--- src/sv/hgnc_pkg.sv ---
// Shared constants, types and helper functions of the hex grid nearest cell block.
package hgnc_pkg;

    // Fixed-point format and register limits
    localparam int FRAC_BITS   = 8;
    localparam int SEARCH_SPAN = 2;
    localparam int RAD_W       = 15;
    localparam int RAD_LOW     = ((1 << FRAC_BITS) + 5) / 10;
    localparam int RAD_HIGH    = 100 << FRAC_BITS;
    localparam int RAD_RESET   = 1280;
    localparam logic [63:0] SQRT3_Q30 = 64'd1859775393;

    // Field and datapath widths
    localparam int PT_W  = 24;
    localparam int OUT_W = 20;
    localparam int W_W   = 16;
    localparam int DEN_W = 18;
    localparam int NUM_W = 26;
    localparam int QS_W  = NUM_W + 1;
    localparam int D_W   = 22;
    localparam int SQ_W  = 2 * D_W;

    // Divider lanes
    localparam int LANES     = 3;
    localparam int LANE_ROW  = 0;
    localparam int LANE_EVEN = 1;
    localparam int LANE_ODD  = 2;

    // Configuration port
    localparam int DATA_W    = 32;
    localparam int ADDR_W    = 3;
    localparam int REG_IDX_W = ADDR_W - 2;
    localparam logic [REG_IDX_W-1:0] REG_HEX_RADIUS = '0;

    localparam logic [RAD_W-1:0] RAD_LOW_V   = RAD_W'(RAD_LOW);
    localparam logic [RAD_W-1:0] RAD_HIGH_V  = RAD_W'(RAD_HIGH);
    localparam logic [RAD_W-1:0] RAD_RESET_V = RAD_W'(RAD_RESET);
    localparam logic [W_W-1:0]   W_RESET     =
        W_W'((64'(RAD_RESET) * SQRT3_Q30 + (64'd1 << 29)) >> 30);

    localparam logic signed [QS_W-1:0] OUT_MAX_Q = QS_W'((1 << (OUT_W - 1)) - 1);
    localparam logic signed [QS_W-1:0] OUT_MIN_Q = QS_W'(-(1 << (OUT_W - 1)));

    // One item in flight through the divider chain
    typedef struct packed {
        logic signed [PT_W-1:0]         x;
        logic signed [PT_W-1:0]         y;
        logic [LANES-1:0]               neg;
        logic [LANES-1:0][NUM_W-1:0]    nq;
        logic [LANES-1:0][DEN_W-1:0]    rem;
    } t_div_stage;

    // Column pitch: sqrt3 times radius, rounded half up
    function automatic logic [W_W-1:0] calc_w(input logic [RAD_W-1:0] r);
        logic [63:0] p;
        p = 64'(r) * SQRT3_Q30 + (64'd1 << 29);
        return W_W'(p >> 30);
    endfunction

    // Clamp a written radius to the legal range
    function automatic logic [RAD_W-1:0] clamp_radius(input logic [RAD_W-1:0] v);
        logic [RAD_W-1:0] c;
        c = v;
        if (v < RAD_LOW_V) begin
            c = RAD_LOW_V;
        end else if (v > RAD_HIGH_V) begin
            c = RAD_HIGH_V;
        end
        return c;
    endfunction

    // Saturate a row or column to the output range
    function automatic logic signed [OUT_W-1:0] sat_out(input logic signed [QS_W-1:0] v);
        logic signed [QS_W-1:0] c;
        c = v;
        if (v < OUT_MIN_Q) begin
            c = OUT_MIN_Q;
        end else if (v > OUT_MAX_Q) begin
            c = OUT_MAX_Q;
        end
        return OUT_W'(c);
    endfunction

    // Exact square of a small signed distance
    function automatic logic [SQ_W-1:0] square(input logic signed [D_W-1:0] v);
        logic signed [SQ_W-1:0] e;
        logic signed [SQ_W-1:0] p;
        e = SQ_W'(v);
        p = e * e;
        return p;
    endfunction

endpackage

--- src/sv/hgnc_if.sv ---


interface hgnc_cell_if;
    logic                               valid;
    logic                               ready;
    logic signed [hgnc_pkg::OUT_W-1:0]  cell_column;
    logic signed [hgnc_pkg::OUT_W-1:0]  cell_row;

    modport source (output valid, cell_column, cell_row, input ready);
    modport sink (input valid, cell_column, cell_row, output ready);
endinterface

--- src/sv/hgnc_out_fifo.sv ---
// Result queue with a registered output stage.
module hgnc_out_fifo #(
    parameter int DEPTH = 64
) (
    input  logic                               i_clk,
    input  logic                               i_rst_n,
    input  logic                               i_push,
    input  logic signed [hgnc_pkg::OUT_W-1:0]  i_col,
    input  logic signed [hgnc_pkg::OUT_W-1:0]  i_row,
    hgnc_cell_if.source                        o_cell,
    output logic                               o_pop
);

    localparam int AW  = $clog2(DEPTH);
    localparam int EW  = 2 * hgnc_pkg::OUT_W;

    logic [EW-1:0] r_mem [DEPTH];
    logic [AW-1:0] r_wp;
    logic [AW-1:0] r_rp;
    logic [AW:0]   r_fill;
    logic          r_ov;
    logic [EW-1:0] r_data;
    logic          w_pop;

    // Move an item to the output stage when it is free or being taken
    assign w_pop = (r_fill != '0) && (!r_ov || o_cell.ready);

    // Store results
    always_ff @(posedge i_clk) begin
        if (i_push) begin
            r_mem[r_wp] <= {i_col, i_row};
        end
    end

    // Read into the output register
    always_ff @(posedge i_clk) begin
        if (w_pop) begin
            r_data <= r_mem[r_rp];
        end
    end

    // Pointers, fill count and output valid
    always_ff @(posedge i_clk) begin
        if (!i_rst_n) begin
            r_wp   <= '0;
            r_rp   <= '0;
            r_fill <= '0;
            r_ov   <= 1'b0;
        end else begin
            if (i_push) begin
                r_wp <= r_wp + AW'(1);
            end
            if (w_pop) begin
                r_rp <= r_rp + AW'(1);
            end
            case ({i_push, w_pop})
                2'b10:   r_fill <= r_fill + (AW+1)'(1);
                2'b01:   r_fill <= r_fill - (AW+1)'(1);
                default: r_fill <= r_fill;
            endcase
            if (w_pop) begin
                r_ov <= 1'b1;
            end else if (o_cell.ready) begin
                r_ov <= 1'b0;
            end
        end
    end

    assign o_cell.valid       = r_ov;
    assign o_cell.cell_column = r_data[EW-1:hgnc_pkg::OUT_W];
    assign o_cell.cell_row    = r_data[hgnc_pkg::OUT_W-1:0];
    assign o_pop              = w_pop;

endmodule
--- src/flat_wrapper.sv ---
// flat-port wrapper written by rule: the top's interface ports become plain ports
module hgnc_out_fifo_flat 
#(
    parameter int DEPTH = 64
)
  (i_clk, i_rst_n, i_push, i_col, i_row, o_pop, o_cell_valid, o_cell_cell_column, o_cell_cell_row, o_cell_ready);
  hgnc_cell_if o_cell_i ();
  input  logic i_clk;
  input  logic i_rst_n;
  input  logic i_push;
  input  logic signed [hgnc_pkg::OUT_W-1:0] i_col;
  input  logic signed [hgnc_pkg::OUT_W-1:0] i_row;
  output logic o_pop;
  output wire logic [$bits(o_cell_i.valid)-1:0] o_cell_valid;
  output wire logic [$bits(o_cell_i.cell_column)-1:0] o_cell_cell_column;
  output wire logic [$bits(o_cell_i.cell_row)-1:0] o_cell_cell_row;
  input wire logic [$bits(o_cell_i.ready)-1:0] o_cell_ready;
  assign o_cell_valid = o_cell_i.valid;
  assign o_cell_cell_column = o_cell_i.cell_column;
  assign o_cell_cell_row = o_cell_i.cell_row;
  assign o_cell_i.ready = o_cell_ready;
  hgnc_out_fifo #(.DEPTH(DEPTH)) u_core (.i_clk(i_clk), .i_rst_n(i_rst_n), .i_push(i_push), .i_col(i_col), .i_row(i_row), .o_cell(o_cell_i), .o_pop(o_pop));
endmodule
--- config.mk ---
export PLATFORM = sky130hd
export DESIGN_NAME = hgnc_out_fifo_flat
export DESIGN_NICKNAME = d
export VERILOG_FILES = /design/src/sv/hgnc_pkg.sv /design/src/sv/hgnc_if.sv /design/src/sv/hgnc_out_fifo.sv /design/src/flat_wrapper.sv
export SDC_FILE = /design/constraint.sdc
export NUM_CORES = 2
export LEC_CHECK = 0
export ABC_AREA = 1
export BUFFER_PORTS_ARGS = -buffer_cell sky130_fd_sc_hd__buf_2
export CORE_UTILIZATION = 55
export CTS_CLUSTER_DIAMETER = 50
export DETAILED_ROUTE_END_ITERATION = 6
export GPL_TIMING_DRIVEN = 0
export PLACE_DENSITY = 0.71
export SLEW_MARGIN = 20
export SYNTH_ARGS = -nofsm -noshare
export SYNTH_HDL_FRONTEND = slang
export SYNTH_SLANG_ARGS = --single-unit
--- constraint.sdc ---
create_clock -name i_clk -period 6.4 [get_ports i_clk]
set_input_delay 1.92 -clock i_clk [delete_from_list [all_inputs] [get_ports i_clk]]
set_output_delay 1.92 -clock i_clk [all_outputs]
set_load 0.005 [all_outputs]
# Word level (Yosys, flattened, before mapping)
# Memory sizes are Yosys's and may differ from the RTL's. A register that Yosys moved wholly into a read port is not among the register bits.
# Cells that the tools add are included.
[totals]
regBits = 20
ramBits = 2560
in_bits = 44
output_inout_bits = 42
word_cells = 22
memories = 1
[mem_list]
columns = ["name", "words", "width", "rd", "rd_ports_with_merged_regs", "wr", "line", "text"]
rows = [
  ["u_core.r_mem", 64, 40, 1, 1, 1, "hgnc_out_fifo.sv:17", "logic [EW-1:0] r_mem [DEPTH];"],
]
[classes]
add_sub_neg = 4
eq_ne = 2
n_mux = 5
n_reduce_logical = 6
[ops]
columns = ["operator", "n"]
rows = [
  ["7-bit case mux with 2 select lines", 1],
  ["6-bit by 1-bit adder with 6-bit output (second input constant)", 2],
  ["7-bit by 1-bit adder with 7-bit output (second input constant)", 1],
  ["7-bit nonzero test", 1],
  ["7-bit by 1-bit subtractor with 7-bit output (second input constant)", 1],
  ["1-bit 2-to-1 mux", 4],
  ["2-bit nonzero test", 2],
  ["2-bit by 1-bit equality test with 1-bit output (second input constant)", 1],
  ["2-bit equality test (second input constant)", 1],
  ["1-bit logical AND", 1],
  ["1-bit logical NOT", 1],
  ["1-bit logical OR", 1],
]

# Depth between registers and ports, before layout
[depth]
ltp_word = 5
mapped_depth = 18
ltp_nobuf = 17

# Least setup slack after synthesis
# OpenSTA, ideal clock, no wires.
[synth_timing]
path_kind = "input to register"
start = "in i_push"
end = "mem u_core.r_mem[7][0] (netlist name) (enable)"
setup_time_ns = 0.487
t_arrival_ns = 5.057
required_time_ns = 5.913
setup_slack_ns = 0.857
stages = 3
n_path_buf = 1
cell_sequence = "buf_1 nand3_1 nor3_1"
[synth_via]
elab_chain_len = 2
[synth_lines]
columns = ["element", "line", "text"]
rows = [
  ["from (decl)", "flat_wrapper.sv:10", "input logic i_push;"],
  ["1-bit 2-to-1 mux", "hgnc_out_fifo.sv:30", "if (i_push) begin"],
  ["1-bit 2-to-1 mux (not written as such)", "hgnc_out_fifo.sv:31", "r_mem[r_wp] <= {i_col, i_row};"],
  ["to (decl)", "hgnc_out_fifo.sv:17", ""],
]
# Every way passes these cells.

# Worst setup path after layout
[layout_timing]
start = "in o_cell_ready"
end = "out o_pop"
[layout_via]
elab_chain_len = 2
[layout_lines]
columns = ["element", "line", "text"]
rows = [
  ["from (decl)", "flat_wrapper.sv:17", "input wire logic [$bits(o_cell_i.ready)-1:0] o_cell_ready;"],
  ["1-bit logical OR", "hgnc_out_fifo.sv:26", "assign w_pop = (r_fill != '0) && (!r_ov || o_cell.ready);"],
  ["1-bit logical AND", "hgnc_out_fifo.sv:26", ""],
  ["to (decl)", "flat_wrapper.sv:13", "output logic o_pop;"],
]
# Every way passes these cells.

==> summary.txt <==
Route
  – DR WL/cell: 30.2 µm
  – Final ANT Viol Nets: 0
  – Wirelength, routed: 405 mm
  – Initial DRC Count: 13300
  – 1st-pass router iterations: 7
  – Residual DRC count: 3
  – DR vias/cell: 5.98
  – Via count: 80300

Die
  – Die area: 200000 µm²
  – Die width: 447 µm
  – Initial Util: 55.3%
  – Vert. Die Dim: 447 µm
  – Area of the core: 197000 µm²
  – Num ports: 86
  – Rows: 163

CTS
  – Total setup buffers inserted after CTS: 0
  – Clock slew at reported path FFs: 50 ps
  – TritonCTS clock tree: done
  – Clock Sinks: 2620
  – Post-CTS sizing: 0
  – CTS hold repair buffers: 0
  – Htree depth: 5
  – Total CTS buffers: 291
  – Max Root-Sink Buffers: 4
  – CTS root buffer: clkbuf_16
  – Worst skew pair latency: 950 ps

Worst setup path
  – Worst Path Max Fanout: 45
  – Cell with the most instances on the worst path: buf_2
  – Kind of cell adding the most delay to the critical path: buffers and inverters
  – CP Capture Type: primary output
  – CP required: 4480 ps
  – Worst path bufs/invs: 5
  – Critical Path, Cell by Cell: buf_2 > inv_1 > nand2_1 > o21ai_2 > inv_4 > buf_16 > buf_2
  – CP startpoint kind: input port
  – Critical path's slowest cell: nand2_1
  – Max incr delay on CP: 260 ps
  – Crit path DAT: 3050 ps
  – Critical path type: input port to primary output

Timing
  – Slew margin rel.: 16.1%
  – Period utilization: 77.6%
  – Hold WS: 567 ps
  – Layout Skew: 60.0 ps
  – Worst-Margin Slew: 1260 ps
  – Setup_tns: 0 ps
  – Final min period: 4970 ps
  – Unrepaired setup endpoints after global routing: false
  – Endpoints failing setup: 0
  – Max frequency: 201 MHz
  – Fin. max-slew vios: 0
  – Final Hold Vio Count: 0

Synthesis
  – EDFF count, synth: 2600
  – Synthesized Nets: 10000
  – Asr flop ratio synth: 0%
  – Post-synth top area share: 71.6%
  – Seq/Total Area, Yosys: 72.0%
  – Synth Register Bits: 2620
  – Synth area leader: edfxtp_1
  – Synth Warn #: 0
  – Synth Area per Inst: 10.9 µm²
  – Mapped Cells: 9999
  – Most common cell in the synthesized netlist: nand2_1
  – Syn Std Cell Area: 109000 µm²
  – Synth cell types: 25
  – Area contributors post-synth: edfxtp_1, nand2_1, nand3_1
  – Post-synth top flop: edfxtp_1
  – Top cells by count, synth: nand2_1, edfxtp_1, nand3_1

Global routing
  – Antenna violations before repair: 32
  – Grt ovf: 0
  – Number of global-route vias before repair: 74600
  – Largest net degree at the start of global routing: 53
  – Total track usage: 40.4%
  – First-pass GRT wire length: 553 mm

Placed design
  – Routability cong.: 1.03
  – # port buffers: 84
  – Placed cell count: 12900
  – Area after DPL: 118000 µm²
  – HPWL after detailed placement: 291 mm

Pwr
  – P_leak: 49.6 nW
  – Power per cell area: 398 nW/µm²
  – Max VDD drop: 0.000291 V

Flow run
  – Max-capacitance violation count: 0

Outcome
  – Status: complete, but fails checks
  – Failing checks: DRC

Cells and area
  – Fillcell total: 14900
  – Finished Cell Area: 127000 µm²
  – P&R area growth vs syn: 16.1%
  – Layout cells sized above 1: 10.5%
  – Non-Filler Instances: 13400
  – Util after Layout: 64.2%
  – Fin nets: 10600

Hold path
  – Min-Delay Path Class: flip-flop to flip-flop
power by group:
| group | leakage (nW) | internal (mW) | switching (mW) | total [mW] |
|---|---|---|---|---|
| combinational | 21.5 | 3.49 | 11.4 | 14.9 |
| clock | 4.44 | 9.55 | 6.75 | 16.3 |
| sequential | 23.6 | 19.2 | 0.0682 | 19.2 |
tightest hold or removal path, cell delays in order (launching register included):
cell     delay (ps)
dfxtp_1         340
inv_1           110
a21oi_1          70
state kept, by name (all words and copies together) (netlist names):
name                 flops
u_core.r_data           40
u_core.r_wp              6
u_core.r_fill            7
u_core.r_mem          2560
u_core.r_rp              6
u_core.o_cell.valid      1
kinds of logic (layout without fill, tap and decap cells):
logic type	count (synthesis)	count (layout)	share of synthesized area, %
AOI/OAI and AO/OA	551	551	2.53
xor gates and xnor gates	3	3	0.0241
buffers and inverters	1328	2094	5.19
DFF	2620	2620	72.0
and+or+nand+nor	5492	5492	20.2
other	0	12	0
adders and majority gates	5	5	0.0574
final timing paths:
check             cells after the start  slack [ps]              from                end
setup / recovery                      7        1430      o_cell_ready              o_pop
setup reg to reg                     10        1870    u_core.r_rp[2]  u_core.r_data[35]
hold reg to reg                       2         570  u_core.r_fill[1]   u_core.r_fill[1]
hold / removal                        2         570  u_core.r_fill[1]   u_core.r_fill[1]
placed cells by master, fill, tap and decap left out, types with 11 or more instances in the layout:
master / count
clkinv_1: 50
inv_1: 775
diode_2: 12
buf_4: 97
buf_2: 333
nor2_4: 62
buf_12: 91
dfxtp_1: 20
o21ai_0: 286
clkinv_2: 37
edfxtp_1: 2600
nor2_1: 953
a21oi_1: 179
o21ai_1: 83
or2_2: 40
buf_6: 23
clkbuf_16: 300
buf_1: 44
bufinv_16: 22
clkbuf_1: 198
buf_16: 80
nand2_1: 3358
clkbuf_2: 11
nand3_1: 1066
stage by stage:
stage               setup slack [ps]  total power, mW
finish                          1430             50.4
global route                    1390             51.7
CTS                             1460             49.8
detailed placement              1460             33.8
global placement               -3590             33.5
floorplan                        857             27.2
layer usage:
metal	up-vias	global-route usage [%]	wire, µm
li1	34500	-	-
met1	38800	52.8	142000
met2	5909	58.6	173000
met3	1142	9.96	53300
met4	4	30.3	36200
met5	-	0	34
final cells by class:
cell class	instances	area [µm²]	share of cell area, %
plain buffers	545	2730	2.16
repair buffers	272	4710	3.72
clock buffers	371	7860	6.21
diodes	12	30.0	0.0237
well taps	2640	3300	2.61
flip-flops and latches	2620	78500	62.0
inverters	783	2940	2.32
multi-input cells	6051	25400	20.1
clock inverters	123	1200	0.948
Power figures use the tool's default switching activity.
