===== config.mk =====
export PLATFORM = sky130hd
export DESIGN_NAME = hgnc_div_cell
export DESIGN_NICKNAME = d
export VERILOG_FILES = /design/src/sv/hgnc_pkg.sv /design/src/sv/hgnc_div_cell.sv
export SDC_FILE = /design/constraint.sdc
export NUM_CORES = 1
export LEC_CHECK = 0
export ABC_AREA = 1
export BUFFER_PORTS_ARGS = -buffer_cell sky130_fd_sc_hd__buf_2
export CORE_AREA = 2 2 164 166
export CTS_BUF_LIST = sky130_fd_sc_hd__clkbuf_4 sky130_fd_sc_hd__clkbuf_8 sky130_fd_sc_hd__clkbuf_16
export CTS_CLUSTER_DIAMETER = 30
export DETAILED_ROUTE_END_ITERATION = 16
export DIE_AREA = 0 0 166 168
export PLACE_DENSITY = 0.58
export SLEW_MARGIN = 20
export SYNTH_ARGS = -nofsm -noshare
export SYNTH_HDL_FRONTEND = slang
export SYNTH_SLANG_ARGS = --single-unit

===== constraint.sdc =====
create_clock -name i_clk -period 2.1 [get_ports i_clk]
set_clock_uncertainty 0.2 [all_clocks]
set_input_delay 0.105 -clock i_clk [delete_from_list [all_inputs] [get_ports i_clk]]
set_output_delay 0.105 -clock i_clk [all_outputs]
set_load 0.01 [all_outputs]

===== src/sv/hgnc_pkg.sv =====
// Shared constants, types and helper functions of the hex grid nearest cell block.
package hgnc_pkg;

    // Fixed-point format and register limits
    localparam int FRAC_BITS   = 8;
    localparam int SEARCH_SPAN = 2;
    localparam int RAD_W       = 15;
    localparam int RAD_LOW     = ((1 << FRAC_BITS) + 5) / 10;
    localparam int RAD_HIGH    = 100 << FRAC_BITS;
    localparam int RAD_RESET   = 1280;
    localparam logic [63:0] SQRT3_Q30 = 64'd1859775393;

    // Field and datapath widths
    localparam int PT_W  = 24;
    localparam int OUT_W = 20;
    localparam int W_W   = 16;
    localparam int DEN_W = 18;
    localparam int NUM_W = 26;
    localparam int QS_W  = NUM_W + 1;
    localparam int D_W   = 22;
    localparam int SQ_W  = 2 * D_W;

    // Divider lanes
    localparam int LANES     = 3;
    localparam int LANE_ROW  = 0;
    localparam int LANE_EVEN = 1;
    localparam int LANE_ODD  = 2;

    // Configuration port
    localparam int DATA_W    = 32;
    localparam int ADDR_W    = 3;
    localparam int REG_IDX_W = ADDR_W - 2;
    localparam logic [REG_IDX_W-1:0] REG_HEX_RADIUS = '0;

    localparam logic [RAD_W-1:0] RAD_LOW_V   = RAD_W'(RAD_LOW);
    localparam logic [RAD_W-1:0] RAD_HIGH_V  = RAD_W'(RAD_HIGH);
    localparam logic [RAD_W-1:0] RAD_RESET_V = RAD_W'(RAD_RESET);
    localparam logic [W_W-1:0]   W_RESET     =
        W_W'((64'(RAD_RESET) * SQRT3_Q30 + (64'd1 << 29)) >> 30);

    localparam logic signed [QS_W-1:0] OUT_MAX_Q = QS_W'((1 << (OUT_W - 1)) - 1);
    localparam logic signed [QS_W-1:0] OUT_MIN_Q = QS_W'(-(1 << (OUT_W - 1)));

    // One item in flight through the divider chain
    typedef struct packed {
        logic signed [PT_W-1:0]         x;
        logic signed [PT_W-1:0]         y;
        logic [LANES-1:0]               neg;
        logic [LANES-1:0][NUM_W-1:0]    nq;
        logic [LANES-1:0][DEN_W-1:0]    rem;
    } t_div_stage;

    // Column pitch: sqrt3 times radius, rounded half up
    function automatic logic [W_W-1:0] calc_w(input logic [RAD_W-1:0] r);
        logic [63:0] p;
        p = 64'(r) * SQRT3_Q30 + (64'd1 << 29);
        return W_W'(p >> 30);
    endfunction

    // Clamp a written radius to the legal range
    function automatic logic [RAD_W-1:0] clamp_radius(input logic [RAD_W-1:0] v);
        logic [RAD_W-1:0] c;
        c = v;
        if (v < RAD_LOW_V) begin
            c = RAD_LOW_V;
        end else if (v > RAD_HIGH_V) begin
            c = RAD_HIGH_V;
        end
        return c;
    endfunction

    // Saturate a row or column to the output range
    function automatic logic signed [OUT_W-1:0] sat_out(input logic signed [QS_W-1:0] v);
        logic signed [QS_W-1:0] c;
        c = v;
        if (v < OUT_MIN_Q) begin
            c = OUT_MIN_Q;
        end else if (v > OUT_MAX_Q) begin
            c = OUT_MAX_Q;
        end
        return OUT_W'(c);
    endfunction

    // Exact square of a small signed distance
    function automatic logic [SQ_W-1:0] square(input logic signed [D_W-1:0] v);
        logic signed [SQ_W-1:0] e;
        logic signed [SQ_W-1:0] p;
        e = SQ_W'(v);
        p = e * e;
        return p;
    endfunction

endpackage


===== src/sv/hgnc_div_cell.sv =====
// One restoring division step for the three estimate lanes, registered.
module hgnc_div_cell (
    input  logic                                          i_clk,
    input  logic                                          i_rst_n,
    input  logic [hgnc_pkg::LANES-1:0][hgnc_pkg::DEN_W-1:0] i_den,
    input  logic                                          i_valid,
    input  hgnc_pkg::t_div_stage                          i_stage,
    output logic                                          o_valid,
    output hgnc_pkg::t_div_stage                          o_stage
);

    logic                 r_valid;
    hgnc_pkg::t_div_stage r_stage;
    hgnc_pkg::t_div_stage n_stage;

    // Shift in the next numerator bit, subtract when it fits, shift the quotient bit in
    always_comb begin
        logic [hgnc_pkg::DEN_W:0] t;
        logic                     ge;
        n_stage = i_stage;
        for (int l = 0; l < hgnc_pkg::LANES; l++) begin
            t  = {i_stage.rem[l], i_stage.nq[l][hgnc_pkg::NUM_W-1]};
            ge = (t >= {1'b0, i_den[l]});
            n_stage.rem[l] = ge ? hgnc_pkg::DEN_W'(t - {1'b0, i_den[l]})
                                : t[hgnc_pkg::DEN_W-1:0];
            n_stage.nq[l]  = {i_stage.nq[l][hgnc_pkg::NUM_W-2:0], ge};
        end
    end

    // Advance the valid flag
    always_ff @(posedge i_clk) begin
        if (!i_rst_n) begin
            r_valid <= 1'b0;
        end else begin
            r_valid <= i_valid;
        end
    end

    // Advance the payload
    always_ff @(posedge i_clk) begin
        r_stage <= n_stage;
    end

    assign o_valid = r_valid;
    assign o_stage = r_stage;

endmodule


After elaboration in Yosys (flattened, before gate mapping)
Cells that the tools add are included. W data, S select, Z words.

Logic and storage cells: 19. Input bits: 240. Register bits: 184.

Muxes and demuxes: 3. Magnitude comparators: 3. Add/subtract/negate cells: 3.

Operator list (count): $ge A19 B18 Y1 (3); $mux W18 (3); $sub A18 B18 Y18 (3).

Longest topological paths before layout
Gate-level depths: netlist of the first run.

Depth after elaboration: 2. Mapped depth: 14.

Least setup slack after synthesis of the first run
OpenSTA, ideal clock, no wires.

Path type: input port to flip-flop. Start point: input i_stage[131] (netlist bit). End point: register r_stage, in the netlist o_stage[48]. Arrival: 1.434 ns. Slack: 0.352 ns. Stages: 13. Path buffers: 0. Library setup time: 0.114 ns. Data required time: 1.786 ns. Cells stage by stage: inv_1 ha_1 inv_1 fa_1 nand2_1 nand2_1 and2_1 nand2_1 nand2_1 nand2_1 nand3b_1 nand3_2 nand2_1.

RTL lines: start: declaration (RTL line hgnc_div_cell.sv:7) `input hgnc_pkg::t_div_stage i_stage,`; end signal: assignment (RTL line hgnc_div_cell.sv:41) `r_stage <= n_stage;`; end: declaration (RTL line hgnc_div_cell.sv:13) `hgnc_pkg::t_div_stage r_stage;`.

==> qor.csv, run 1 <==
stage;metric;value;unit
place;HPWL Detailed;22100;um
place;GP Congestion;0.929;
drt;DRT Pass-1 Iters;5;
setup_path;CP bufs+invs;4;
drt;routed vias/inst;4.36;
sta;Fmax achieved;0.486;GHz
setup_path;Most Frequent Cell on Critical Path;nand2_1;
floorplanning;# rows;60;
floorplanning;initial core utilization;31.5;%
floorplanning;DIE AREA;27900;sq um
setup_path;crit path kind;input pin to register;
global_route;vias in the first global route;8912;
cells_and_area;P&R area growth vs syn;65.7;%
drt;DR DRC count;0;
setup_path;Largest stage delay, worst path;0.63;ns
setup_path;CP top delay family;buffers and inverters;
sta;Worst Tran Pin Value;0.899;ns
yosys;Synth Area in Simple Gates;30.9;%
global_route;gr usage total;20.2;%
cts;Num CTS Buffers;17;
yosys;cells after synthesis;1053;
cts;Worst-path clk slew;0.09;ns
global_route;pin count of the biggest net entering global routing;28;
drt;WL/cell;14.4;um
yosys;area share of fa/ha/maj cells after synthesis;8.86;%
hold_path;min-delay worst type;input pin to register;
setup_path;CP startpoint kind;input pin;
drt;WL final;29800;um
yosys;Synth Area in XOR/XNOR;2.53;%
sta;Tmin final;2.06;ns
yosys;Seq/Total Area, Yosys;44.4;%
floorplanning;IO Count;424;
cts;clock root buffer;clkbuf_16;
yosys;syn_area_per_cell;7.89;sq um
place;Cell Area, Placed;10900;sq um
drt;via count;8996;
pwr;Max IR drop VDD;0.414;mV
setup_path;CP max-delay cell;dlygate4sd3_1;
floorplanning;Die Span Y;168;um
sta;Final setup viols;0;
drt;ANT nets after route;0;
setup_path;WP data required;2.24;ns
sta;worst hold slack;-0.285;ns
cells_and_area;share of layout cells above drive strength 1;34.8;%
global_route;first-pass GRT wire length;45200;um
sta;Rel. slew slack;40.1;%
cts;CTS tree;done;
place;input/output buffers;423;
yosys;Seq cells post-synth;184;
setup_path;crit end category;register;
floorplanning;Core Box Area;26400;sq um
job;# Max-Cap Violations;0;
cts;H-tree levels;4;
sta;Fin. Hold Viols;2;
sta;final worst slack;0.0424;ns
pwr;pwr dens;726;nW/um^2
global_route;total congestion overflow;0;
sta;Final Cycle Share;98.0;%
cells_and_area;Finished Cell Area;13800;sq um
cts;Max clock buf depth;2;
yosys;post-synthesis compound-gate area fraction;4.52;%
yosys;largest family of logic cells by synthesized area;simple AND/OR/NAND/NOR gates;
drt;DRT iter0 DRCs;389;
global_route;initial antenna violation count;3;
yosys;proportion of synthesized area in mux cells;0;%
cts;# clock sinks;184;
sta;fin. max-slew vios;0;
setup_path;Crit Path Max Fanout;7;
setup_path;Critical Path, Cell by Cell;dlygate4sd3_1 > ha_1 > buf_4 > nand4_1 > inv_2 > a21oi_4 > nand4_4 > clkbuf_16 > nand2_1 > nand2_1;
yosys;synthesized net count;1350;
yosys;Cell Area, Synth;8310;sq um
pwr;leakage dissipation;7.39;nW
setup_path;arrival time at the worst endpoint;2.19;ns
cells_and_area;Nets;2003;
yosys;synth warn;0;
status;failing checks;hold timing;
yosys;Distinct cells, synth;34;
status;outcome;complete, but fails checks;
place;Post-Place Worst Slack;-0.0494;ns
floorplanning;die width;166;um
==> repair_timing <==
action,4_1_cts,5_1_grt
hold buffers,185,4
setup buffers,0,3
hold endpoints to repair,181,4
setup endpoints to repair,0,39
gates resized for setup,0,38
==> area by class of cell <==
type / instances / area (sq um)
fill: 2458 / 12600
timing repair buffer: 642 / 4300
multi-input combinational: 693 / 4070
sequential: 184 / 3680
inverter: 168 / 631
tap: 341 / 427
clock buffer: 17 / 425
clock inverter: 15 / 221
antenna: 3 / 7.51
==> cell families (layout without fill, tap and decap cells) <==
family / Yosys count / count (layout)
DFF: 184 / 184
adders and majority gates: 57 / 57
AOI/OAI and AO/OA: 55 / 55
xor gates and xnor gates: 24 / 24
and+or+nand+nor: 557 / 557
buffers and inverters: 176 / 842
other: 0 / 3
==> worst paths after layout <==
check	cells after the start	endpoint	slack (ns)	from
setup / recovery	10	o_stage[10]	0.04	i_stage[14]
hold / removal	3	o_stage[35]	-0.28	i_stage[34]
==> worst min-delay path: stages <==
cell and delay, ns:
buf_2 0.09, nand3_1 0.06, nand2_1 0.06
==> metal layers <==
metal | share of wire, % | GRT usage (%) | vias up
met5 | 0 | 0 | -
li1 | - | - | 4577
met1 | 43 | 24.6 | 4065
met2 | 49 | 34.9 | 301
met3 | 5.8 | 4.54 | 53
met4 | 2.7 | 7.67 | 0
==> layout by cell type (no fill, tap or decap), drive strengths merged <==
cell / n
a21oi: 30
a31oi: 1
and2: 4
buf: 451
clkbuf: 19
clkinv: 6
dfxtp: 184
diode: 3
dlygate4sd3: 189
fa: 3
ha: 54
inv: 177
nand2: 345
nand3: 85
nand3b: 22
nand4: 7
nor2: 76
nor3: 11
nor4: 1
o21ai: 20
o21bai: 4
or2: 6
xnor2: 1
xor2: 23
==> per-stage QoR <==
step           utilization (%)  power (mW)  instances  setup TNS, ns
2_1_floorplan                -        5.28       1053              0
3_3_place_gp              41.5        6.18       1834         -0.750
3_5_place_dp              41.5        6.19       1834         -0.606
4_1_cts                   51.0        9.99       2051              0
5_1_grt                   52.2        10.5       2063        -0.0766
6_report                  52.2        10.0       2063              0
==> synth_stat cells, drive strengths merged <==
cell type	instances	share of area (%)
a21oi	30	2.1
inv	168	7.6
ha	54	8.1
xnor2	1	0.11
nand3	85	6.2
a31oi	1	0.15
nor2	76	3.7
xor2	23	2.4
dfxtp	184	44
nand3b	22	2.3
or2	6	0.45
nand2	345	16
o21bai	4	0.36
nand4	7	0.89
buf	8	1.3
fa	3	0.72
nor4	1	0.075
nor3	11	0.66
and2	4	0.30
o21ai	20	1.9
==> power breakdown <==
part	internal (mW)	switching, mW	total (mW)
clock	1.69	1.79	3.48
sequential	3.83	0.0935	3.92
combinational	1.21	1.39	2.60
==> flip-flops by register name, summed over array words and instances (netlist names) <==
register,flops
o_stage,183
o_valid,1
No activity file was read; power rests on OpenSTA's default activity.
==> run 2: changes to the inputs <==
--- a/config.mk
+++ b/config.mk
@@ -12,7 +12,9 @@
 export CTS_CLUSTER_DIAMETER = 30
 export DETAILED_ROUTE_END_ITERATION = 16
 export DIE_AREA = 0 0 166 168
+export MAX_ROUTING_LAYER = met4
 export PLACE_DENSITY = 0.58
+export RECOVER_POWER = 25
 export SLEW_MARGIN = 20
 export SYNTH_ARGS = -nofsm -noshare
 export SYNTH_HDL_FRONTEND = slang
==> constraint.sdc (replaced) <==
create_clock -name i_clk -period 2.1 [get_ports i_clk]
set_clock_uncertainty 0.2 [all_clocks]
set_input_delay 0.63 -clock i_clk [delete_from_list [all_inputs] [get_ports i_clk]]
set_output_delay 0.63 -clock i_clk [all_outputs]
set_load 0.01 [all_outputs]
==> qor.csv, run 2 (synthesis gave the netlist of run 1 again) <==
stage;metric;value;unit;change
status;outcome;finished clean;;was complete, but fails checks
pwr;leakage dissipation;7.18;nW;was 7.39 nW
cts;Worst-path clk slew;0.10;ns;was 0.09 ns
drt;DRT Pass-1 Iters;4;;was 5
drt;DRT iter0 DRCs;292;;was 389
pwr;P_int;6.81;mW;was 6.72 mW
setup_path;CP bufs+invs;3;;was 4
setup_path;Crit path depth;14;;was 10
pwr;Net Sw Frac;33.3;%;was 32.8%
floorplanning;die width;166;um;unchanged
pwr;register share of total power;38.4;%;was 39.2%
sta;RSZ-0062 raised after global routing;no;;
floorplanning;# rows;60;;unchanged
cts;CTS tree;done;;unchanged
drt;met2 WL;15100;um;was 14600 um
job;# Max-Cap Violations;0;;unchanged
floorplanning;DIE AREA;27900;sq um;unchanged
cts;Num CTS Buffers;17;;unchanged
setup_path;CP max-delay cell;fa_2;;was dlygate4sd3_1
cts;Max clock buf depth;2;;unchanged
floorplanning;IO Count;424;;unchanged
setup_path;crit end category;register;;unchanged
pwr;Max IR drop VDD;0.543;mV;was 0.414 mV
sta;final worst slack;0.118;ns;was 0.0424 ns
cells_and_area;P&R area growth vs syn;59.7;%;was 65.7%
place;GP Congestion;0.895;;was 0.929
cells_and_area;storage element area;3680;sq um;unchanged
sta;Rel. slew slack;67.5;%;was 40.1%
drt;WL final;30500;um;was 29800 um
cells_and_area;leading cell type in the layout, fill and taps excluded;buf_2;;unchanged
cts;H-tree levels;4;;unchanged
global_route;initial antenna violation count;6;;was 3
hold_path;min-delay worst type;input pin to register;;unchanged
global_route;vias in the first global route;8319;;was 8912
drt;Met1 Wirelength;13100;um;was 12700 um
cells_and_area;final-layout fill cell count;2615;;was 2458
sta;Tmin final;1.98;ns;was 2.06 ns
global_route;total congestion overflow;0;;unchanged
global_route;pin count of the biggest net entering global routing;24;;was 28
place;Cell Area, Placed;12600;sq um;was 10900 sq um
drt;via count;8533;;was 8996
drt;highest routed metal layer;met4;;unchanged
cells_and_area;share of layout cells above drive strength 1;46.8;%;was 34.8%
setup_path;CP top delay family;simple AND/OR/NAND/NOR gates;;was buffers and inverters
setup_path;Crit Path Max Fanout;3;;was 7
hold_path;hold path cells;1;;was 3
drt;ANT nets after route;0;;unchanged
drt;DR DRC count;0;;unchanged
cells_and_area;Nets;1927;;was 2003
pwr;pwr dens;770;nW/um^2;was 726 nW/um^2
cells_and_area;Finished Cell Area;13300;sq um;was 13800 sq um
sta;Worst Tran Pin Value;0.487;ns;was 0.899 ns
sta;Fin. Hold Viols;0;;was 2
place;Post-Place Worst Slack;-0.367;ns;was -0.0494 ns
cells_and_area;max reg flops;183;;unchanged
cts;# clock sinks;184;;unchanged
place;input/output buffers;423;;unchanged
drt;routed vias/inst;4.29;;was 4.36
floorplanning;Die Span Y;168;um;unchanged
setup_path;Critical Path, Cell by Cell;buf_2 > inv_12 > ha_4 > inv_4 > fa_2 > nand2_2 > nand2_1 > and2_4 > nand2_2 > nand2_2 > nand2_1 > nand3b_1 > nand3_2 > nand2_1;;was dlygate4sd3_1 > ha_1 > buf_4 > nand4_1 > inv_2 > a21oi_4 > nand4_4 > clkbuf_16 > nand2_1 > nand2_1
sta;Final setup viols;0;;unchanged
cells_and_area;Final Util;50.3;%;was 52.2%
sta;Final Cycle Share;94.4;%;was 98.0%
cts;clock root buffer;clkbuf_16;;unchanged
cells_and_area;area occupied by multi-input gates;4580;sq um;was 4070 sq um
pwr;Comb power frac;26.9;%;was 26.0%
setup_path;arrival time at the worst endpoint;2.11;ns;was 2.19 ns
pwr;P_sw;3.40;mW;was 3.27 mW
drt;met3 wire len;1980;um;was 1730 um
cts;postcts setup bufs;0;;unchanged
cells_and_area;most frequent cells in the layout;buf_2 (423), nand2_1 (311), dfxtp_1 (184);;was buf_2 (422), nand2_1 (319), dlygate4sd3_1 (189)
place;HPWL Detailed;25500;um;was 22100 um
sta;fin. max-slew vios;0;;unchanged
floorplanning;Core Box Area;26400;sq um;unchanged
floorplanning;initial core utilization;31.5;%;unchanged
setup_path;CP startpoint kind;input pin;;unchanged
sta;Fmax achieved;0.504;GHz;was 0.486 GHz
setup_path;crit path kind;input pin to register;;unchanged
pwr;Clk pwr share;34.7;%;was 34.8%
drt;WL/cell;15.4;um;was 14.4 um
global_route;gr usage total;21.8;%;was 20.2%
global_route;first-pass GRT wire length;45900;um;was 45200 um
setup_path;WP data required;2.23;ns;was 2.24 ns
setup_path;Largest stage delay, worst path;0.35;ns;was 0.63 ns
-- run 2: metal layers --
metal  vias to the layer above  global-route usage, %
met3                        19                   5.64
li1                       4412                      -
met2                       258                   37.6
met5                         -                      -
met4                         0                   4.54
met1                      3844                   25.8
-- run 2: path summary, 6_finish.rpt --
kind    startpoint          end  slack (ns)
min    i_stage[95]  o_stage[96]        0.08
max   i_stage[131]  o_stage[48]        0.12
-- run 2: layout make-up --
class                   count  share of cell area (%)
diodes                      3                  0.0566
inverters                 168                    5.06
flip-flops and latches    184                    27.8
repair buffers            566                    24.5
well taps                 341                    3.22
multi-input cells         693                    34.5
clock buffers              17                    3.21
clock inverters            15                    1.64
-- run 2: per-stage QoR --
stage / cells / setup TNS, ns / power, mW / hold slack (ns)
2_1_floorplan: 1053 / -0.0407 / 5.45 / 0.458
3_3_place_gp: 1952 / -15.49 / 6.75 / 0.532
3_5_place_dp: 1952 / -15.95 / 6.76 / 0.534
4_1_cts: 1984 / 0 / 10.3 / 0.0599
5_1_grt: 1987 / 0 / 10.7 / 0.0587
6_report: 1987 / 0 / 10.2 / 0.0760
-- run 2: timing repair --
item / 4_1_cts / 5_1_grt
gates resized for setup: 0 / 1
setup endpoints to repair: 0 / 2
hold buffers: 0 / 0
-- run 2: power by group through the flow --
| stage | Clock (mW) | Sequential [mW] | Combinational [mW] |
|---|---|---|---|
| 6_report | 3.54 | 3.92 | 2.75 |
| 5_1_grt | 3.75 | 3.95 | 3.03 |
| 4_1_cts | 3.62 | 3.93 | 2.77 |
| 3_5_place_dp | 0 | 4.01 | 2.75 |
| 3_3_place_gp | 0 | 4.01 | 2.74 |
| 2_1_floorplan | 0 | 4.18 | 1.27 |
==> run 3: changes to the inputs <==
--- a/config.mk
+++ b/config.mk
@@ -5,15 +5,14 @@
 export SDC_FILE = /design/constraint.sdc
 export NUM_CORES = 1
 export LEC_CHECK = 0
-export ABC_AREA = 1
 export BUFFER_PORTS_ARGS = -buffer_cell sky130_fd_sc_hd__buf_2
-export CORE_AREA = 2 2 164 166
+export CORE_AREA = 2 2 163 165
 export CTS_BUF_LIST = sky130_fd_sc_hd__clkbuf_4 sky130_fd_sc_hd__clkbuf_8 sky130_fd_sc_hd__clkbuf_16
 export CTS_CLUSTER_DIAMETER = 30
 export DETAILED_ROUTE_END_ITERATION = 16
-export DIE_AREA = 0 0 166 168
+export DIE_AREA = 0 0 165 167
 export MAX_ROUTING_LAYER = met4
-export PLACE_DENSITY = 0.58
+export PLACE_DENSITY = 0.56
 export RECOVER_POWER = 25
 export SLEW_MARGIN = 20
 export SYNTH_ARGS = -nofsm -noshare
==> qor.csv, run 3 <==
stage;metric;value;unit;change
yosys;Primary FF master, synth;dfxtp_1;;unchanged
pwr;leakage dissipation;6.71;nW;was 7.18 nW
yosys;synth top area cells;dfxtp_1 (49%), ha_1 (8.9%), mux2_2 (5.0%), inv_1 (3.4%), xnor2_1 (3.0%);;was dfxtp_1 (44%), nand2_1 (15%), ha_1 (8.1%), inv_1 (7.3%), nand3_1 (4.1%)
global_route;first-pass GRT wire length;46000;um;was 45900 um
yosys;area leader, netlist;dfxtp_1;;unchanged
sta;Final setup viols;55;;was 0
cts;CTS Hold Buffers Added;0;;unchanged
hold_path;Worst Hold Endpoint;o_stage[117];;was o_stage[96]
cells_and_area;leading cell type in the layout, fill and taps excluded;buf_2;;unchanged
sta;Final Cycle Share;115;%;was 94.4%
yosys;post-synthesis compound-gate area fraction;17.5;%;was 4.52%
sta;fin. max-slew vios;0;;unchanged
setup_path;WP data required;2.23;ns;about the same
cts;CTS tree;done;;unchanged
sta;final worst slack;-0.309;ns;was 0.118 ns
yosys;Synth top cells by count;dfxtp_1 (184), inv_1 (69), ha_1 (54);;was nand2_1 (325), dfxtp_1 (184), inv_1 (162)
setup_path;CP startpoint kind;input pin;;unchanged
setup_path;crit end category;register;;unchanged
cts;Max clock buf depth;2;;unchanged
yosys;Synth Area in Simple Gates;8.78;%;was 30.9%
yosys;Seq/Total Area, Yosys;48.5;%;was 44.4%
floorplanning;Die Span Y;167;um;was 168 um
cells_and_area;Finished Cell Area;13800;sq um;was 13300 sq um
place;Post-Place Worst Slack;-0.908;ns;was -0.367 ns
global_route;initial antenna violation count;11;;was 6
floorplanning;Core Box Area;25800;sq um;was 26400 sq um
yosys;Synth Area in XOR/XNOR;3.81;%;was 2.53%
setup_path;Crit Path Max Fanout;3;;unchanged
global_route;total congestion overflow;0;;unchanged
cts;clock root buffer;clkbuf_16;;unchanged
setup_path;arrival time at the worst endpoint;2.53;ns;was 2.11 ns
pwr;Total Power;10.7;mW;was 10.2 mW
global_route;gr usage total;22.8;%;was 21.8%
floorplanning;IO Count;424;;unchanged
yosys;post-synth top area share;48.5;%;was 44.4%
yosys;ys async rst share;0;%;unchanged
pwr;Max IR drop VDD;0.451;mV;was 0.543 mV
cts;Worst-path clk slew;0.09;ns;was 0.10 ns
setup_path;crit path kind;input pin to register;;unchanged
hold_path;min-delay src;i_stage[116];;was i_stage[95]
hold_path;hold path cells;1;;unchanged
pwr;pwr dens;773;nW/um^2;was 770 nW/um^2
cts;H-tree levels;4;;unchanged
cts;Num CTS Buffers;17;;unchanged
cells_and_area;final-layout fill cell count;2375;;was 2615
yosys;Distinct cells, synth;74;;was 34
yosys;proportion of synthesized area in mux cells;7.25;%;was 0%
cells_and_area;most frequent cells in the layout;buf_2 (386), buf_4 (201), dfxtp_1 (184);;was buf_2 (423), nand2_1 (311), dfxtp_1 (184)
job;# Max-Cap Violations;0;;unchanged
yosys;syn_area_per_cell;10.6;sq um;was 7.89 sq um
sta;Rel. slew slack;72.2;%;was 67.5%
drt;routed vias/inst;4.55;;was 4.29
yosys;Seq cells post-synth;184;;unchanged
sta;Worst Tran Pin Value;0.413;ns;was 0.487 ns
yosys;cells after synthesis;718;;was 1053
yosys;largest family of logic cells by synthesized area;compound AO/OA/AOI/OAI gates;;was simple AND/OR/NAND/NOR gates
yosys;synth warn;0;;unchanged
cells_and_area;Nets;1660;;was 1927
sta;Fmax achieved;0.415;GHz;was 0.504 GHz
floorplanning;# rows;59;;was 60
yosys;synthesized net count;1015;;was 1350
drt;DR DRC count;0;;unchanged
yosys;number of synthesized flops with an enable pin;0;;unchanged
global_route;pin count of the biggest net entering global routing;24;;unchanged
place;Cell Area, Placed;12100;sq um;was 12600 sq um
yosys;most common cell in the netlist;dfxtp_1;;was nand2_1
setup_path;Largest stage delay, worst path;0.36;ns;was 0.35 ns
place;HPWL Detailed;25200;um;was 25500 um
sta;Fin. Hold Viols;0;;unchanged
floorplanning;die width;165;um;was 166 um
drt;WL/cell;17.9;um;was 15.4 um
drt;DRT iter0 DRCs;340;;was 292
cells_and_area;share of layout cells above drive strength 1;63.6;%;was 46.8%
drt;DRT Pass-1 Iters;5;;was 4
status;outcome;complete, but fails checks;;was finished clean
sta;Tmin final;2.41;ns;was 1.98 ns
place;GP Congestion;0.880;;was 0.895
drt;via count;7825;;was 8533
place;input/output buffers;423;;unchanged
cells_and_area;non-filler instance count after layout;1720;;was 1987
cts;# clock sinks;184;;unchanged
drt;WL final;30900;um;was 30500 um
setup_path;CP max-delay cell;fa_2;;unchanged
cells_and_area;max reg flops;183;;unchanged
setup_path;Critical Path, Cell by Cell;buf_6 > inv_4 > ha_4 > inv_2 > fa_2 > a211oi_4 > o21ai_2 > o211ai_1 > nand2_1 > a311o_1 > mux2_4;;was buf_2 > inv_12 > ha_4 > inv_4 > fa_2 > nand2_2 > nand2_1 > and2_4 > nand2_2 > nand2_2 > nand2_1 > nand3b_1 > nand3_2 > nand2_1
status;failing checks;setup timing;;
floorplanning;initial core utilization;29.5;%;was 31.5%
sta;RSZ-0062 raised after global routing;yes;;was no
yosys;Cell Area, Synth;7590;sq um;was 8310 sq um
cells_and_area;P&R area growth vs syn;82.0;%;was 59.7%
global_route;vias in the first global route;8167;;was 8319
hold_path;min-delay worst type;input pin to register;;unchanged
place;placed insts;1649;;was 1952
yosys;area share of fa/ha/maj cells after synthesis;9.69;%;was 8.86%
drt;ANT nets after route;0;;unchanged
floorplanning;DIE AREA;27600;sq um;was 27900 sq um
[run 3: cell types whose count changed in the layout (fill, tap and decap cells not counted), moves of 17 or more]
cell	delta
buf_2	-37
buf_4	+63
buf_6	+40
inv_1	-110
mux2_4	+34
nand2_1	-291
nand2_2	-26
nand3_1	-54
nand3b_1	-17
nor2_1	-39
xnor2_1	+25
[run 3: worst max-delay path: cells and delay by family]
family / cells / cell delay [ns]
buffers and inverters: 3 / 0.18
AOI/OAI and AO/OA: 4 / 0.90
muxes: 1 / 0.26
adders and majority gates: 2 / 0.48
and+or+nand+nor: 1 / 0.08
[run 3: routing by layer]
metal / up-vias / routed length (um) / track usage, % / share of wire [%]
met2: 261 / 15700 / 38.7 / 51
li1: 3863 / - / - / -
met1: 3660 / 12300 / 26.0 / 40
met3: 41 / 2170 / 5.55 / 7.0
met5: - / 0 / - / 0
met4: 0 / 637 / 7.94 / 2.1
[run 3: through the flow]
step / setup TNS, ns / hold slack (ns) / utilization (%)
floorplan: -31.83 / 0.458 / -
global placement: -43.47 / 0.532 / 47.1
detailed placement: -44.55 / 0.534 / 47.1
CTS: -10.81 / 0.0529 / 52.9
global route: -13.83 / 0.0480 / 53.6
finish: -11.87 / 0.0779 / 53.6
[run 3: worst max path at each step]
| stage | from | to | slack (ns) | cells after the start |
|---|---|---|---|---|
| 5_1_grt | i_stage[105] | o_stage[32] | -0.34 | 11 |
| 2_1_floorplan | i_den[2] | o_stage[10] | -0.72 | 10 |
| 3_5_place_dp | i_den[37] | o_stage[47] | -0.91 | 10 |
| 6_report | i_stage[105] | o_stage[32] | -0.31 | 11 |
| 3_3_place_gp | i_stage[105] | o_stage[32] | -0.85 | 11 |
| 4_1_cts | i_stage[105] | o_stage[32] | -0.32 | 11 |
[run 3: cells by family after synthesis]
group / Yosys count
adders and majority gates: 57
DFF: 184
and+or+nand+nor: 126
AOI/OAI and AO/OA: 189
xor gates and xnor gates: 33
muxes: 47
buffers and inverters: 82
[run 3: layout make-up]
| class | count | area [sq um] | area share [%] |
|---|---|---|---|
| antenna | 9 | 22.5 | 0.163 |
| clock buffer | 17 | 425 | 3.08 |
| clock inverter | 15 | 213 | 1.54 |
| inverter | 70 | 348 | 2.52 |
| multi-input combinational | 452 | 4650 | 33.7 |
| sequential | 184 | 3680 | 26.7 |
| tap | 335 | 419 | 3.03 |
| timing repair buffer | 637 | 4050 | 29.3 |
| timing repair inverter | 1 | 8.76 | 0.0634 |
[run 3: report_power, final]
group,leakage (nW),internal [mW],switching [mW]
logic,4.85,1.72,1.46
clock network,0.310,1.70,1.85
registers,1.55,3.85,0.111
total,6.71,7.27,3.42
[run 3: repair_timing]
action                                  CTS  global route
gates resized for setup                 157            50
setup buffers                            25            10
pin swaps                                79            42
cloned                                    2             0
endpoints found under the setup margin   57            57
